## config.mk

```make
export PLATFORM = sky130hd
export DESIGN_NAME = ppb_queue
export DESIGN_NICKNAME = d
export VERILOG_FILES = /design/src/design/ppb_pkg.sv /design/src/design/ppb_queue.sv
export SDC_FILE = /design/constraint.sdc
export NUM_CORES = 1
export LEC_CHECK = 0
export BUFFER_PORTS_ARGS = -buffer_cell sky130_fd_sc_hd__buf_4
export CAP_MARGIN = 15
export CORE_MARGIN = 2
export CORE_UTILIZATION = 45
export CTS_CLUSTER_DIAMETER = 60
export DETAILED_ROUTE_END_ITERATION = 16
export GPL_ROUTABILITY_DRIVEN = 0
export GPL_TIMING_DRIVEN = 0
export MAX_ROUTING_LAYER = met4
export PLACE_DENSITY = 0.67
export SETUP_SLACK_MARGIN = 0.02
export SYNTH_ARGS = -nofsm -noshare
export SYNTH_HDL_FRONTEND = slang
export SYNTH_SLANG_ARGS = --single-unit
```

## constraint.sdc

```tcl
create_clock -name clock -period 1.4 [get_ports clock]
set_input_delay 0.07 -clock clock [delete_from_list [all_inputs] [get_ports clock]]
set_output_delay 0.07 -clock clock [all_outputs]
set_load 0.005 [all_outputs]
```

## src/design/ppb_pkg.sv

```systemverilog
// shared types, codes and constants of the phosphor persistence buffer
package ppb_pkg;

   localparam int MAX_COLS_DEF = 256;
   localparam int MAX_ROWS_DEF = 256;

   localparam int OP_W       = 3;
   localparam int COORD_W    = 11;
   localparam int LEVEL_W    = 16;
   localparam int CHAN_W     = 8;
   localparam int COLOR_W    = 3 * CHAN_W;
   localparam int FACTOR_W   = 17;
   localparam int SIZE_W     = 9;
   localparam int CSR_IDX_W  = 2;
   localparam int CSR_DATA_W = 16;
   localparam int QUEUE_DEPTH = 4;

   localparam logic [SIZE_W-1:0]   WIDTH_RST  = 9'd256;
   localparam logic [SIZE_W-1:0]   HEIGHT_RST = 9'd256;
   localparam logic [LEVEL_W-1:0]  FLOOR_RST  = 16'd66;
   localparam logic [FACTOR_W-1:0] FACTOR_ONE = 17'h10000;

   typedef enum logic [OP_W-1:0] {
      OP_DECAY        = 3'd0,
      OP_INJECT       = 3'd1,
      OP_INJECT_COLOR = 3'd2,
      OP_READ         = 3'd3,
      OP_CLEAR        = 3'd4
   } op_type;

   typedef enum logic [CSR_IDX_W-1:0] {
      CSR_WIDTH  = 2'd0,
      CSR_HEIGHT = 2'd1,
      CSR_FLOOR  = 2'd2
   } csr_idx_type;

   // what the back end has to do with an item
   typedef enum logic [2:0] {
      KIND_NONE,
      KIND_INJECT,
      KIND_INJECT_COLOR,
      KIND_READ,
      KIND_DECAY,
      KIND_CLEAR
   } kind_type;

   typedef struct packed {
      kind_type              kind;
      logic [LEVEL_W-1:0]    level;
      logic [COLOR_W-1:0]    color;
      logic [FACTOR_W-1:0]   factor;
   } cmd_type;

endpackage

```

## src/design/ppb_queue.sv

```systemverilog
// small command queue between front and back end
module ppb_queue
   import ppb_pkg::*;
#(
   parameter int WIDTH = 8,
   parameter int DEPTH = QUEUE_DEPTH
) (
   input  logic             clock,
   input  logic             reset,
   input  logic             push,
   input  logic [WIDTH-1:0] push_data,
   output logic             full,
   input  logic             pop,
   output logic [WIDTH-1:0] pop_data,
   output logic             empty
);

   localparam int PTR_W = (DEPTH > 1) ? $clog2(DEPTH) : 1;
   localparam int CNT_W = $clog2(DEPTH + 1);
   localparam logic [PTR_W-1:0] PTR_LAST = PTR_W'(DEPTH - 1);

   logic [WIDTH-1:0] mem_ff [DEPTH];
   logic [PTR_W-1:0] wr_ptr_ff, wr_ptr_in;
   logic [PTR_W-1:0] rd_ptr_ff, rd_ptr_in;
   logic [CNT_W-1:0] count_ff, count_in;

   assign full     = (count_ff == CNT_W'(DEPTH));
   assign empty    = (count_ff == '0);
   assign pop_data = mem_ff[rd_ptr_ff];

   always_comb begin
      wr_ptr_in = wr_ptr_ff;
      rd_ptr_in = rd_ptr_ff;
      count_in  = count_ff;
      if (push) begin
         wr_ptr_in = (wr_ptr_ff == PTR_LAST) ? '0 : wr_ptr_ff + PTR_W'(1);
      end
      if (pop) begin
         rd_ptr_in = (rd_ptr_ff == PTR_LAST) ? '0 : rd_ptr_ff + PTR_W'(1);
      end
      if (push && !pop) begin
         count_in = count_ff + CNT_W'(1);
      end else if (pop && !push) begin
         count_in = count_ff - CNT_W'(1);
      end
   end

   always_ff @(posedge clock) begin
      if (reset) begin
         wr_ptr_ff <= '0;
         rd_ptr_ff <= '0;
         count_ff  <= '0;
      end else begin
         wr_ptr_ff <= wr_ptr_in;
         rd_ptr_ff <= rd_ptr_in;
         count_ff  <= count_in;
      end
   end

   always_ff @(posedge clock) begin
      if (push) begin
         mem_ff[wr_ptr_ff] <= push_data;
      end
   end

endmodule

```

==> impl_metrics.toml <==
[sta]
worstMarginPinSlew_ns = 0.249
max_freq_mhz = 644
finClkSkew_ns = 0.00759
setup_tns_ns = -1.15
whs_ns = 0.0337
finalHoldViolations = 0
setup_viol = 8
slew_headroom = 0.834
drv_slew = 0
min_period_over_period = 1.11
min_period_ns = 1.55
rsz0062_at_grt = "yes"
setup_slack_ns = -0.154

[drt]
vias_per_cell = 4.87
drt-initial-drc-count = 13
routedWlPerCell_um = 14.1
drt_wl_total_um = 2430
first_pass_iters = 4
via_count = 838
antenna_left = 0
post-route-drc-count = 0

[clocking]
cts.sinks = 41
clockBufferDepth = 2
cts_tree = "built"
cts_inserted_buffers = 5
clkLatencyLatePin_ns = 0.34
clock_tree.root_cell = "clkbuf_4"
cts_max_level = 2
clk_pin_slew_ns = 0.11

[place]
pre_cts_ws_ns = -0.123
portBuffers = 21
hpwl_um = 1590
place_inst = 153

[worst_setup_path]
worst-path-max-fanout = 8
critPathMaxStageDelay_ns = 0.52
cp_data_arrival_time_ns = 1.48
reg2reg_depth = 4
r2r_end = "count_ff[2]$_SDFFE_PP0P_"
cp_cell_sequence = "buf_12 > mux4_2 > buf_6"
r2r-start = "count_ff[0]$_SDFFE_PP0P_"
crit_slowest_cell = "mux4_2"
required_ns = 1.33
rrSetupSlack_ns = 0.01
criticalPathCategory = "register to output pin"
cp-start-kind = "register"
crit_path_end_kind = "output pin"

[hold_path]
worstHoldStart = "pop"
hold_path.class = "primary input to register"
min_path_cells = 3

[cells_and_area]
nets = 144
fin_cells = 172
antennaDiodeCount = 0
layout-drive-gt1-share = 0.373
areaGrowthSynthToFinish_pct = 26.5
layout_common_cells = "edfxtp_1 (32), buf_4 (15), dlygate4sd3_1 (9)"
layout_commonest_cell = "edfxtp_1"

[flow_run]
maxCapViolCount = 0

[synth]
ys_warn_count = 0
syn_inst = 86
synth_nets = 105
avgSynthCellArea_um2 = 18.6
synthDistinctLibCells = 17
synth-seq-cells = 41
ys_seq_area_frac = 0.714
syn_area_um2 = 1600

[grt]
antenna_found_initial = 0
grt_max_degree = 13
grt_pass1_vias = 889
grt_pass1_wl_um = 4100
grt_usage = 0.143
grt_overflow_total = 0

[die]
io_pins = 22
fp.dieH_um = 63.6
core_um2 = 3360
rows = 21
start_util = 0.475
die-area_um2 = 4040
die_x_um = 63.6

[power]
power.switching_uw = 529
irDropWorstVdd_v = 0.000660
p_clk_frac = 0.227
p_sw_frac = 0.228
intPower_uw = 1790
p_per_area_nw_per_um2 = 1150
seq_power_share = 0.611
combPwrFrac = 0.163
cellLeakagePower_uw = 0.000756

[run_status]
status = "finished with violations"
violations = "setup timing"
-- logic make-up (layout without fill, tap and decap cells) --
family,Yosys count,in the layout,share of synthesized area
DFF,41,41,0.714
muxes,12,12,0.138
xor gates and xnor gates,2,2,0.0110
buffers and inverters,6,46,0.0196
and+or+nand+nor,15,15,0.0485
AOI/OAI and AO/OA,3,3,0.00939
adders and majority gates,7,7,0.0595
-- sequential cells by signal, indices dropped and copies added (netlist names), named ones only --
register / cells
count_ff: 3
wr_ptr_ff: 2
rd_ptr_ff: 2
mem_ff: 32
-- per-layer routing --
layer	wire (µm)	GRT usage	part of all wire	up-vias
met5	0	-	0	-
met4	55	0.0652	0.023	0
met3	123	0.0482	0.051	6
met2	1240	0.226	0.51	22
met1	1010	0.165	0.42	408
li1	-	-	-	402
-- power groups by stage --
| stage | registers (µW) | clock network [µW] | logic (µW) |
|---|---|---|---|
| finish | 1420 | 526 | 378 |
| global route | 1430 | 602 | 417 |
| CTS | 1420 | 551 | 367 |
| detailed placement | 1450 | 0 | 310 |
| global placement | 1440 | 0 | 301 |
| floorplan | 1440 | 0 | 173 |
-- synth_stat cells --
| library cell | n | area (µm²) |
|---|---|---|
| edfxtp_1 | 32 | 961 |
| nor2_1 | 7 | 26.3 |
| ha_1 | 6 | 75.1 |
| mux4_2 | 8 | 180 |
| o21ai_0 | 1 | 5.00 |
| dfxtp_1 | 9 | 180 |
| and2_1 | 4 | 25.0 |
| nor3b_1 | 2 | 15.0 |
| buf_6 | 1 | 11.3 |
| or3_1 | 1 | 6.26 |
| xor2_1 | 2 | 17.5 |
| fa_1 | 1 | 20.0 |
| a21oi_1 | 2 | 10.0 |
| inv_1 | 4 | 15.0 |
| mux2i_1 | 4 | 40.0 |
| clkbuf_2 | 1 | 5.00 |
| nor3_1 | 1 | 5.00 |
-- how the worst max path moves through the flow --
stage,startpoint,to,slack [ns],cells past startpoint
after floorplan,count_ff[0]$_SDFFE_PP0P_,count_ff[2]$_SDFFE_PP0P_,0.05,4
after global placement,pop,count_ff[2]$_SDFFE_PP0P_,-0.09,8
after detailed placement,pop,count_ff[2]$_SDFFE_PP0P_,-0.12,8
after CTS,register,pop_data[7],-0.20,3
after global routing,register,pop_data[7],-0.23,3
final,register,pop_data[7],-0.15,3
-- critical path, delay by kind of cell, from the launching register on --
kind,cells,cell delay (ns)
mux,1,0.52
buf+inv,2,0.27
flops,1,0.36
-- through the flow --
step | util | power [µW] | instance area, µm²
2_1_floorplan | - | 1610 | 1600
3_5_place_dp | 0.540 | 1760 | 1820
5_1_grt | 0.601 | 2450 | 2020
4_1_cts | 0.594 | 2340 | 2000
3_3_place_gp | 0.540 | 1750 | 1820
6_report | 0.601 | 2320 | 2020
-- layout make-up --
class                   instances  area (µm²)
clock inverters                 3        12.5
flip-flops and latches         41        1150
plain buffers                   2        25.0
inverters                       4        15.0
multi-input cells              39         433
repair buffers                 32         293
well taps                      46        57.6
fillers                       284        1340
clock buffers                   5        37.5
-- timing repair --
item / CTS / global route
resized for setup: 12 / 6
setup endpoints to repair: 9 / 36
pin swaps: 3 / 2
endpoints found under the hold margin: 41 / 0
buffers inserted: 1 / 1
hold buffers: 9 / 0
No activity file was read; power rests on OpenSTA's default activity.
