## config.mk

```make
export PLATFORM = sky130hd
export DESIGN_NAME = ppb_front_flat
export DESIGN_NICKNAME = d
export VERILOG_FILES = /design/src/design/ppb_pkg.sv /design/src/design/ppb_if.sv /design/src/design/ppb_front.sv /design/src/flat_wrapper.sv
export SDC_FILE = /design/constraint.sdc
export NUM_CORES = 1
export LEC_CHECK = 0
export BUFFER_PORTS_ARGS = -buffer_cell sky130_fd_sc_hd__buf_2
export CAP_MARGIN = 20
export CORE_AREA = 2 2 70 72
export DETAILED_ROUTE_END_ITERATION = 8
export DIE_AREA = 0 0 72 74
export GPL_TIMING_DRIVEN = 0
export PLACE_DENSITY = 0.81
export SYNTH_ARGS = -nofsm -noshare
export SYNTH_HDL_FRONTEND = slang
export SYNTH_SLANG_ARGS = --single-unit
```

## constraint.sdc

```tcl
create_clock -name vclk -period 4.2
set_clock_uncertainty 0.05 [all_clocks]
set_input_delay 0.42 -clock vclk [all_inputs]
set_output_delay 0.42 -clock vclk [all_outputs]
set_load 0.05 [all_outputs]
```

## src/design/ppb_pkg.sv

```systemverilog
// shared types, codes and constants of the phosphor persistence buffer
package ppb_pkg;

   localparam int MAX_COLS_DEF = 256;
   localparam int MAX_ROWS_DEF = 256;

   localparam int OP_W       = 3;
   localparam int COORD_W    = 11;
   localparam int LEVEL_W    = 16;
   localparam int CHAN_W     = 8;
   localparam int COLOR_W    = 3 * CHAN_W;
   localparam int FACTOR_W   = 17;
   localparam int SIZE_W     = 9;
   localparam int CSR_IDX_W  = 2;
   localparam int CSR_DATA_W = 16;
   localparam int QUEUE_DEPTH = 4;

   localparam logic [SIZE_W-1:0]   WIDTH_RST  = 9'd256;
   localparam logic [SIZE_W-1:0]   HEIGHT_RST = 9'd256;
   localparam logic [LEVEL_W-1:0]  FLOOR_RST  = 16'd66;
   localparam logic [FACTOR_W-1:0] FACTOR_ONE = 17'h10000;

   typedef enum logic [OP_W-1:0] {
      OP_DECAY        = 3'd0,
      OP_INJECT       = 3'd1,
      OP_INJECT_COLOR = 3'd2,
      OP_READ         = 3'd3,
      OP_CLEAR        = 3'd4
   } op_type;

   typedef enum logic [CSR_IDX_W-1:0] {
      CSR_WIDTH  = 2'd0,
      CSR_HEIGHT = 2'd1,
      CSR_FLOOR  = 2'd2
   } csr_idx_type;

   // what the back end has to do with an item
   typedef enum logic [2:0] {
      KIND_NONE,
      KIND_INJECT,
      KIND_INJECT_COLOR,
      KIND_READ,
      KIND_DECAY,
      KIND_CLEAR
   } kind_type;

   typedef struct packed {
      kind_type              kind;
      logic [LEVEL_W-1:0]    level;
      logic [COLOR_W-1:0]    color;
      logic [FACTOR_W-1:0]   factor;
   } cmd_type;

endpackage

```

## src/design/ppb_if.sv

```systemverilog
// request and response channel interfaces
interface ppb_req_if;
   import ppb_pkg::*;
   logic                       valid;
   logic                       ready;
   logic [OP_W-1:0]            op;
   logic signed [COORD_W-1:0]  col;
   logic signed [COORD_W-1:0]  row;
   logic [LEVEL_W-1:0]         level;
   logic [CHAN_W-1:0]          red_in;
   logic [CHAN_W-1:0]          green_in;
   logic [CHAN_W-1:0]          blue_in;
   logic [FACTOR_W-1:0]        decay_factor;

   modport source (output valid, op, col, row, level, red_in, green_in, blue_in,
                   decay_factor, input ready);
   modport sink (input valid, op, col, row, level, red_in, green_in, blue_in,
                 decay_factor, output ready);
endinterface


```

## src/design/ppb_front.sv

```systemverilog
// front end: accepts items, checks bounds, forms the address and the command
module ppb_front
   import ppb_pkg::*;
#(
   parameter int MAX_COLS = MAX_COLS_DEF,
   parameter int MAX_ROWS = MAX_ROWS_DEF,
   parameter int ADDR_W   = 16
) (
   ppb_req_if.sink            req_chan,
   input  logic [SIZE_W-1:0]  width,
   input  logic [SIZE_W-1:0]  height,
   input  logic               init_busy,
   input  logic               q_full,
   output logic               q_push,
   output cmd_type            q_cmd,
   output logic [ADDR_W-1:0]  q_addr
);

   localparam int CMP_W = 14;
   localparam logic [CMP_W-1:0] COLS_LIM = CMP_W'(MAX_COLS);
   localparam logic [CMP_W-1:0] ROWS_LIM = CMP_W'(MAX_ROWS);

   logic [CMP_W-1:0] w_eff;
   logic [CMP_W-1:0] h_eff;
   logic             col_ok;
   logic             row_ok;
   logic             in_area;
   logic [31:0]      lin;

   // oversized area acts as the full store
   assign w_eff = (CMP_W'(width) > COLS_LIM) ? COLS_LIM : CMP_W'(width);
   assign h_eff = (CMP_W'(height) > ROWS_LIM) ? ROWS_LIM : CMP_W'(height);

   assign col_ok  = !req_chan.col[COORD_W-1] && (CMP_W'(req_chan.col[COORD_W-2:0]) < w_eff);
   assign row_ok  = !req_chan.row[COORD_W-1] && (CMP_W'(req_chan.row[COORD_W-2:0]) < h_eff);
   assign in_area = col_ok && row_ok;

   assign lin    = 32'(req_chan.row[COORD_W-2:0]) * 32'(MAX_COLS)
                 + 32'(req_chan.col[COORD_W-2:0]);
   assign q_addr = lin[ADDR_W-1:0];

   assign req_chan.ready = !q_full && !init_busy;
   assign q_push         = req_chan.valid && req_chan.ready;

   always_comb begin
      q_cmd.level  = req_chan.level;
      q_cmd.color  = {req_chan.red_in, req_chan.green_in, req_chan.blue_in};
      // factor above one acts as one
      q_cmd.factor = (req_chan.decay_factor > FACTOR_ONE) ? FACTOR_ONE
                                                          : req_chan.decay_factor;
      case (op_type'(req_chan.op))
         OP_DECAY:        q_cmd.kind = KIND_DECAY;
         OP_CLEAR:        q_cmd.kind = KIND_CLEAR;
         OP_INJECT:       q_cmd.kind = in_area ? KIND_INJECT : KIND_NONE;
         OP_INJECT_COLOR: q_cmd.kind = in_area ? KIND_INJECT_COLOR : KIND_NONE;
         OP_READ:         q_cmd.kind = in_area ? KIND_READ : KIND_NONE;
         default:         q_cmd.kind = KIND_NONE;
      endcase
   end

endmodule

```

## src/flat_wrapper.sv

```systemverilog
// flat-port wrapper written by rule: the top's interface ports become plain ports
module ppb_front_flat import ppb_pkg::*;
#(
   parameter int MAX_COLS = MAX_COLS_DEF,
   parameter int MAX_ROWS = MAX_ROWS_DEF,
   parameter int ADDR_W   = 16
)
  (width, height, init_busy, q_full, q_push, q_cmd, q_addr, req_chan_valid, req_chan_op, req_chan_col, req_chan_row, req_chan_level, req_chan_red_in, req_chan_green_in, req_chan_blue_in, req_chan_decay_factor, req_chan_ready);
  ppb_req_if req_chan_i ();
  input  logic [SIZE_W-1:0] width;
  input  logic [SIZE_W-1:0] height;
  input  logic init_busy;
  input  logic q_full;
  output logic q_push;
  output cmd_type q_cmd;
  output logic [ADDR_W-1:0] q_addr;
  input wire logic [$bits(req_chan_i.valid)-1:0] req_chan_valid;
  input wire logic [$bits(req_chan_i.op)-1:0] req_chan_op;
  input wire logic [$bits(req_chan_i.col)-1:0] req_chan_col;
  input wire logic [$bits(req_chan_i.row)-1:0] req_chan_row;
  input wire logic [$bits(req_chan_i.level)-1:0] req_chan_level;
  input wire logic [$bits(req_chan_i.red_in)-1:0] req_chan_red_in;
  input wire logic [$bits(req_chan_i.green_in)-1:0] req_chan_green_in;
  input wire logic [$bits(req_chan_i.blue_in)-1:0] req_chan_blue_in;
  input wire logic [$bits(req_chan_i.decay_factor)-1:0] req_chan_decay_factor;
  output wire logic [$bits(req_chan_i.ready)-1:0] req_chan_ready;
  assign req_chan_i.valid = req_chan_valid;
  assign req_chan_i.op = req_chan_op;
  assign req_chan_i.col = req_chan_col;
  assign req_chan_i.row = req_chan_row;
  assign req_chan_i.level = req_chan_level;
  assign req_chan_i.red_in = req_chan_red_in;
  assign req_chan_i.green_in = req_chan_green_in;
  assign req_chan_i.blue_in = req_chan_blue_in;
  assign req_chan_i.decay_factor = req_chan_decay_factor;
  assign req_chan_ready = req_chan_i.ready;
  ppb_front #(.MAX_COLS(MAX_COLS), .MAX_ROWS(MAX_ROWS), .ADDR_W(ADDR_W)) u_core (.req_chan(req_chan_i), .width(width), .height(height), .init_busy(init_busy), .q_full(q_full), .q_push(q_push), .q_cmd(q_cmd), .q_addr(q_addr));
endmodule
```

==> metrics <==
Vias/cell 4.31; per-cell routed wire length 10.3 um; Worst Tran Pin Value between 0.4 and 0.5 ns; leak pwr 1.15 nW; gr usage total 11.7%; RSZ-0062 raised after global routing no; DR vias ~1500; critical path type input pin to primary output; cells after synthesis 155; Min Hold Slack 1.09 ns; YS warnings 0; clkbuf count 0; mapped cell area around 1100 sq um; fin crit period 2.61 ns; Final TNS setup 0 ns; HPWL after DPL 3.48 mm; Placement Rows 25; synth unique cells 29; synthesized net count around 280; Critical Path End Type primary output; top post-synthesis cells by area buf_4 32%, ha_1 20%, nor2b_1 9.5%; DRT Pass-1 Iters 4; fmax approximately 0.38 GHz; Peak VDD IR 0.110 mV; share of layout cells above drive strength 1 64.9%; Startpoint Class input pin; PostCTS Resize Cnt 0; Place WS 1.58 ns; Max-cap violations 0; power per standard cell area 169 nW/um^2; P&R area growth vs syn 68.9%; post-synth top area share 32.1%; final hold vios 0; FF+latch count 0; Hold WC Path Type input pin to primary output; FILL cells 470; CP Data Arrival Time 2.14 ns; Post-Route WL 3.60 mm; vias in the first global route 1310; Ports around 180; core area 4600 sq um; Final GP Congestion ~0.8; Die Height 74 um; outcome complete, no violations; drt drc 0; 1st-iter DRT viols 12; CP Launch Point height[8]; Mapped Avg Cell Area 7.24 sq um; initial antenna violation count 0; Final period util 62.1%; Worst Path Required 3.73 ns; ant diodes 0; final setup margin ~1.6 ns; sequential fraction of the synthesis area 0%; area of the multi-input gates 732 sq um; first-pass GRT wire length 5.20 mm; NumNets Final 420; CP endpoint q_cmd[57]; fin. max-slew vios 0; antenna viol nets, final 0; slew margin rel. 70.9%; CP Max Fanout 8; # Post-CTS Setup Buffers 0; grt total ovfl 0; post-synth top area cell buf_4; register area 0 sq um; count leader, synth buf_4; I/O Buffers 141; commonest cells in the netlist 48 x buf_4, 18 x ha_1, 18 x nand2_1, 17 x nor2b_1, 7 x nor2_1; largest net degree at the start of global routing 11; die width between 70 and 80 um; cts hold-fix bufs 0; Setup-failing EPs final 0; Initial Util 24.4%; Die ar. between 5000 and 6000 sq um
power breakdown:
group          switching [mW]  total, mW  internal (mW)  leakage [nW]
clock network               0          0              0             0
logic                   0.216      0.321          0.104          1.15
registers                   0          0              0             0
total                   0.216      0.321          0.104          1.15
placed cells by master, fill, tap and decap left out:
master / n
a21o_1: 3
a21oi_1: 4
a221oi_2: 1
a22o_1: 1
a31oi_1: 1
a41oi_2: 1
and2_1: 1
and3_1: 1
and4_1: 2
buf_2: 141
buf_4: 48
clkbuf_1: 1
clkinv_1: 2
fa_1: 1
ha_1: 18
inv_1: 5
nand2_1: 18
nand3_1: 3
nand4_2: 1
nand4b_1: 1
nor2_1: 7
nor2b_1: 17
nor3b_1: 1
nor4_1: 6
nor4b_1: 2
o21ai_0: 1
o21ai_1: 1
or3_1: 1
xnor2_1: 3
xor2_1: 3
metrics by stage:
stage          total power [mW]  cell area (sq um)  std cells  utilization, %
3_5_place_dp              0.323               1900        350            41.2
3_3_place_gp              0.318               1900        350            41.2
2_1_floorplan             0.239               1120        155               -
5_1_grt                   0.343               1900        350            41.2
4_1_cts                   0.323               1900        350            41.2
6_report                  0.321               1900        350            41.2
worst max-delay path, stage by stage:
cell and delay, ns:
buf_2 0.09, clkinv_1 0.19, ha_1 0.25, nor4_1 0.31, nand2_1 0.11, a221oi_2 0.21
and3_1 0.19, a22o_1 0.11, buf_2 0.25
metal layers:
| layer | wire length (um) | GRT usage, % | part of all wire (%) |
|---|---|---|---|
| met1 | 1140 | 11.8 | 32 |
| met2 | 2010 | 25.6 | 56 |
| met3 | 406 | 1.22 | 11 |
| met4 | 39 | 1.89 | 1.1 |
| met5 | 0 | 0 | 0 |
cells by family (layout without fill, tap and decap cells):
group | count (synthesis) | in the layout | share of synthesized area (%)
AO/OA/AOI/OAI | 13 | 13 | 8.81
XOR/XNOR | 6 | 6 | 4.68
adder cells (fa/ha/maj) | 19 | 19 | 21.9
buffers and inverters | 56 | 197 | 34.8
AND/OR/NAND/NOR | 61 | 61 | 29.9
worst min path at each step:
stage / from / endpoint / slack [ns] / cells past startpoint
2_1_floorplan: req_chan_col[0] / q_addr[0] / 0.96 / 1
3_3_place_gp: req_chan_green_in[6] / q_cmd[31] / 1.09 / 2
3_5_place_dp: req_chan_level[0] / q_cmd[41] / 1.09 / 2
4_1_cts: req_chan_level[0] / q_cmd[41] / 1.09 / 2
5_1_grt: req_chan_red_in[0] / q_cmd[33] / 1.10 / 2
6_report: req_chan_level[0] / q_cmd[41] / 1.09 / 2
cell type report:
| cell class | count | area share (%) |
|---|---|---|
| plain buffers | 49 | 19.2 |
| repair buffers | 141 | 37.2 |
| inverters | 7 | 1.39 |
| well taps | 54 | 3.56 |
| multi-input cells | 99 | 38.6 |
Note: power is estimated with default switching activity, not from simulation.
